$ cat config.mk
export PLATFORM = sky130hd
export DESIGN_NAME = gdt_ctrl
export DESIGN_NICKNAME = d
export VERILOG_FILES = /design/src/design/gdt_pkg.sv /design/src/design/gdt_ctrl.sv
export SDC_FILE = /design/constraint.sdc
export NUM_CORES = 1
export LEC_CHECK = 0
export ABC_CLOCK_PERIOD_IN_PS = 1400
export BUFFER_PORTS_ARGS = -buffer_cell sky130_fd_sc_hd__buf_2
export CORE_AREA = 8 8 45 47
export CTS_BUF_LIST = sky130_fd_sc_hd__clkbuf_2
export DETAILED_ROUTE_END_ITERATION = 12
export DIE_AREA = 0 0 53 55
export GPL_ROUTABILITY_DRIVEN = 1
export SYNTH_ARGS = -nofsm -noshare
export SYNTH_HDL_FRONTEND = slang
export SYNTH_SLANG_ARGS = --single-unit
$ cat constraint.sdc
create_clock -name clk -period 1.4 [get_ports clk]
set_input_delay 0.07 -clock clk [delete_from_list [all_inputs] [get_ports clk]]
set_output_delay 0.07 -clock clk [all_outputs]
set_load 0.1 [all_outputs]
$ cat src/design/gdt_pkg.sv
// Shared constants and control types for the glyph deduplication table.
`default_nettype none
package gdt_pkg;

  localparam int TABLE_ENTRIES = 256;
  localparam int IDX_W         = $clog2(TABLE_ENTRIES);
  localparam int CNT_W         = $clog2(TABLE_ENTRIES + 1);
  localparam int HALF_W        = 64;
  localparam int GLYPH_W       = 2 * HALF_W;
  localparam int OUT_IDX_W     = 8;
  localparam int OUT_CNT_W     = 9;

  typedef struct packed {
    logic load;
    logic scan;
    logic finish;
  } gdt_cmd_t;

  typedef struct packed {
    logic done;
    logic out_free;
  } gdt_stat_t;

endpackage
`default_nettype wire

$ cat src/design/gdt_ctrl.sv
// Controller state machine that sequences accept, table scan and result.
`default_nettype none
module gdt_ctrl
  import gdt_pkg::*;
(
  input  wire logic      clk,
  input  wire logic      rst,
  input  wire logic      in_valid,
  output logic           in_ready,
  input  wire gdt_stat_t stat,
  output gdt_cmd_t       cmd
);

  typedef enum logic [1:0] {
    ST_IDLE,
    ST_SCAN,
    ST_FINISH
  } state_t;

  state_t state;

  assign in_ready   = (state == ST_IDLE);
  assign cmd.load   = in_valid && (state == ST_IDLE);
  assign cmd.scan   = (state == ST_SCAN) && !stat.done;
  assign cmd.finish = (state == ST_FINISH) && stat.out_free;

  always_ff @(posedge clk) begin
    if (rst) begin
      state <= ST_IDLE;
    end else begin
      case (state)
        ST_IDLE: begin
          if (in_valid) begin
            state <= ST_SCAN;
          end
        end
        ST_SCAN: begin
          if (stat.done) begin
            state <= ST_FINISH;
          end
        end
        ST_FINISH: begin
          if (stat.out_free) begin
            state <= ST_IDLE;
          end
        end
        default: state <= ST_IDLE;
      endcase
    end
  end

endmodule
`default_nettype wire

# [After elaboration in Yosys (flattened, before gate mapping)]
# Index checks and enable logic that the tools add are counted.
[op_classes] add_sub_neg=0 multipliers=0 div_mod_pow=0 magnitude_cmp=0 eq_ne=5 shifts=0 mux=4 bitwise_logic=0 n_reduce_logical=6
[op_table] operator="2-bit 2-to-1 mux" n=3
[op_table] operator="2-bit != test, second input constant" n=3
[op_table] operator="2-bit case mux with 3 select lines" n=1
[op_table] operator="1-bit logical AND" n=3
[op_table] operator="3-bit AND reduction" n=1
[op_table] operator="2-bit by 1-bit == test with 1-bit output, second input constant" n=1
[op_table] operator="2-bit == test, second input constant" n=1
[op_table] operator="2-bit logical NOT" n=1
[op_table] operator="1-bit logical NOT" n=1
[totals] ff_bits=2 latchBits=0 ram_bits=0 romBits=0 inputBits=5 out_inout_bits=4 word_cells=16 n_memories=0

# [Longest topological paths before layout]
[logic_depth] ltp_word=3 mapped_depth=2

# [Worst setup path before layout]
# No wires, ideal clock.
[synth_timing] path_kind="register to output" from="reg state[0]" to="out cmd[1] (netlist bit)" arrival_time_ns=2.611 required_time_ns=1.330 slack_ns=-1.281 stages_incl_launch_ff=2 n_path_buf=0 path_cell_list="dfxtp_1 > nor3b_1"
[synth_lines] element="start: declaration" line="gdt_ctrl.sv:20" source="state_t state;"
[synth_lines] element="start signal: assignment" line="gdt_ctrl.sv:29" source="state <= ST_IDLE;"
[synth_lines] element="start signal: assignment" line="gdt_ctrl.sv:34" source="state <= ST_SCAN;"
[synth_lines] element="start signal: assignment" line="gdt_ctrl.sv:39" source="state <= ST_FINISH;"
[synth_lines] element="end: declaration" line="gdt_ctrl.sv:11" source="output gdt_cmd_t cmd"

==> flow_metrics.py <==
metrics = {
    "cts": {
        "post_cts_resized": 0,
        "root_buffer": "clkbuf_2",
        "clockBufferDepth": 2,
        "hold_buffers": 0,
        "cts_tree": "yes",
        "numCtsBuffers": 3,
        "clk_latency_ns": 0.20,
        "htreeDepth": 1,
        "clkTransAtPathRegs_ns": 0.04,
        "cts_sinks": 2,
        "post-cts-setup-buffers": 0,
    },
    "synthesis": {
        "synthCells": 13,
        "ys_ff_latch": 2,
        "synth-warning-count": 0,
        "yosysSeqAreaShare": 0.364,
        "synth_area_um2": 110,
        "synthDistinctLibCells": 10,
        "syn_area_per_cell_um2": 8.47,
        "synth_fp_nets": 18,
    },
    "final_layout": {
        "drive_above_1_share": 0.667,
        "multi_input_area_um2": 87.6,
        "antenna_cells": 0,
        "utilization": 0.179,
        "nets": 31,
        "nFillCells": 155,
        "top_register": "state",
        "ff_latch_area_um2": 40.0,
        "largest_register_ffs": 2,
        "top_regs": "state x2",
        "area_delta_synth_final_pct": 125,
    },
    "critical_path": {
        "crit_type": "flip-flop to primary output",
        "cp-end-kind": "primary output",
        "setup.worst_path.start": "state[0]",
        "crit_required_ns": 1.33,
        "cp-start-kind": "flip-flop",
        "endpoint": "cmd[1]",
        "reg2reg_from": "state[1]",
        "max_stage_delay_ns": 0.45,
        "crit_chain": "nor3b_2 > buf_12",
        "cp_slowest_cell": "dfxtp_1",
        "cp_num_buf_inv": 1,
        "crit_family": "flip-flops",
        "r2r_end": "state[1]",
        "worstPathMaxFanout": 7,
        "r2r_slack_ns": 0.38,
        "cp.arrival_ns": 1.15,
        "critical_path_depth": 2,
        "r2r_cells": 2,
    },
    "power": {
        "p_per_area_mw_per_mm2": 1110,
        "peakVddDrop_mv": 0.160,
        "leakagePower_nw": 0.0982,
    },
    "die": {
        "initial_core_util": 0.0796,
        "fp.dieH_um": 55,
        "rows": 14,
        "die_w_um": 53,
        "dieArea_mm2": 0.00292,
        "ios": 9,
        "core-area_mm2": 0.00138,
    },
    "timing": {
        "setup_violations": 0,
        "finalWorstSetupSlack_ns": 0.180,
        "fin_crit_sh": 0.871,
        "tightest_slew_ns": 0.485,
        "achievable-frequency_mhz": 820,
        "hold_viol": 0,
        "maxSlewViolCount": 0,
        "slew_headroom": 0.679,
        "final.setup_skew_ns": 0.0000210,
        "rsz0062_at_grt": "no",
        "fin_crit_ns": 1.22,
        "hold_ws_ns": 0.0477,
    },
    "placement": {
        "pre_cts_ws_ns": 0.382,
        "port_buffers": 8,
        "gp_congestion": 0.624,
    },
    "routing": {
        "drc": 0,
        "drt_iter0_markers": 1,
        "vias_per_cell": 3.15,
        "via_count": 126,
        "wl_um": 373,
        "wl_per_cell_um": 9.33,
        "drtAntennaViolNets": 0,
        "dr.pass1.iters": 2,
    },
    "job": {
        "maxCapViolations": 0,
    },
    "grt": {
        "grt_antenna_before_repair": 0,
        "grt_first_pass_wirelength_um": 545,
        "track_usage": 0.0300,
        "first_global_vias": 140,
        "grt-ovfl-total": 0,
        "grt_max_degree": 8,
    },
    "worst_hold_path": {
        "hp-class": "input port to flip-flop",
    },
    "status": {
        "status": "complete, no violations",
    },
}
per-stage QoR:
stage          power, mW  setup TNS (ns)  std cells  instance area, um^2
2_1_floorplan      0.144          -0.356         13                  128
3_3_place_gp       0.179               0         37                  233
3_5_place_dp       0.179               0         37                  233
4_1_cts            0.285               0         40                  248
5_1_grt            0.289               0         40                  248
6_report           0.274               0         40                  248
cell type report:
class / count / area share
Clock buffer: 3 / 0.0606
Multi-Input combinational cell: 11 / 0.354
Sequential cell: 2 / 0.162
Tap cell: 16 / 0.0808
Timing Repair Buffer: 8 / 0.343
synthesized netlist by cell type (all sizes together):
library cell  instances  area, um^2
a211oi                1        7.51
a21oi                 1        8.76
and2                  1        6.26
dfxtp                 2        40.0
nand2                 1        3.75
nand2b                2        12.5
nand3b                1        7.51
nor2                  2        7.51
nor3b                 1        7.51
or3b                  1        8.76
layout by cell type, fill, tap and decap left out:
| cell | netlist | routed |
|---|---|---|
| and2_4 | 0 | 1 |
| nand2b_1 | 2 | 2 |
| nand3b_1 | 1 | 1 |
| clkbuf_2 | 0 | 3 |
| buf_2 | 0 | 5 |
| a21oi_2 | 1 | 1 |
| a211oi_1 | 1 | 1 |
| dfxtp_1 | 2 | 2 |
| buf_12 | 0 | 3 |
| nor3b_2 | 0 | 1 |
| nand2_1 | 1 | 1 |
| nor2_4 | 0 | 1 |
| or3b_1 | 1 | 1 |
| nor2_2 | 0 | 1 |
how the worst min path moves through the flow:
stage / start / end / slack (ns) / cells after the start
detailed placement: rst / state[1] / 0.26 / 2
finish: rst / state[1] / 0.05 / 2
floorplan: rst / state[1] / 0.13 / 1
CTS: rst / state[1] / 0.03 / 2
global route: rst / state[1] / 0.04 / 2
global placement: rst / state[1] / 0.25 / 2
layer usage:
metal	track usage	vias up	routed length (um)
li1	-	68	-
met1	0.0257	52	146
met2	0.0352	6	166
met3	0.0134	0	60
met4	0.0647	0	0
met5	0	-	0
cell families after synthesis:
group | synth area share
compound gates | 0.148
simple gates | 0.489
flops | 0.364
report_power, final:
group | internal [mW] | switching [mW]
clock | 0.0574 | 0.0395
combinational | 0.0364 | 0.0725
sequential | 0.0610 | 0.00732
No activity file was read; power rests on OpenSTA's default activity.
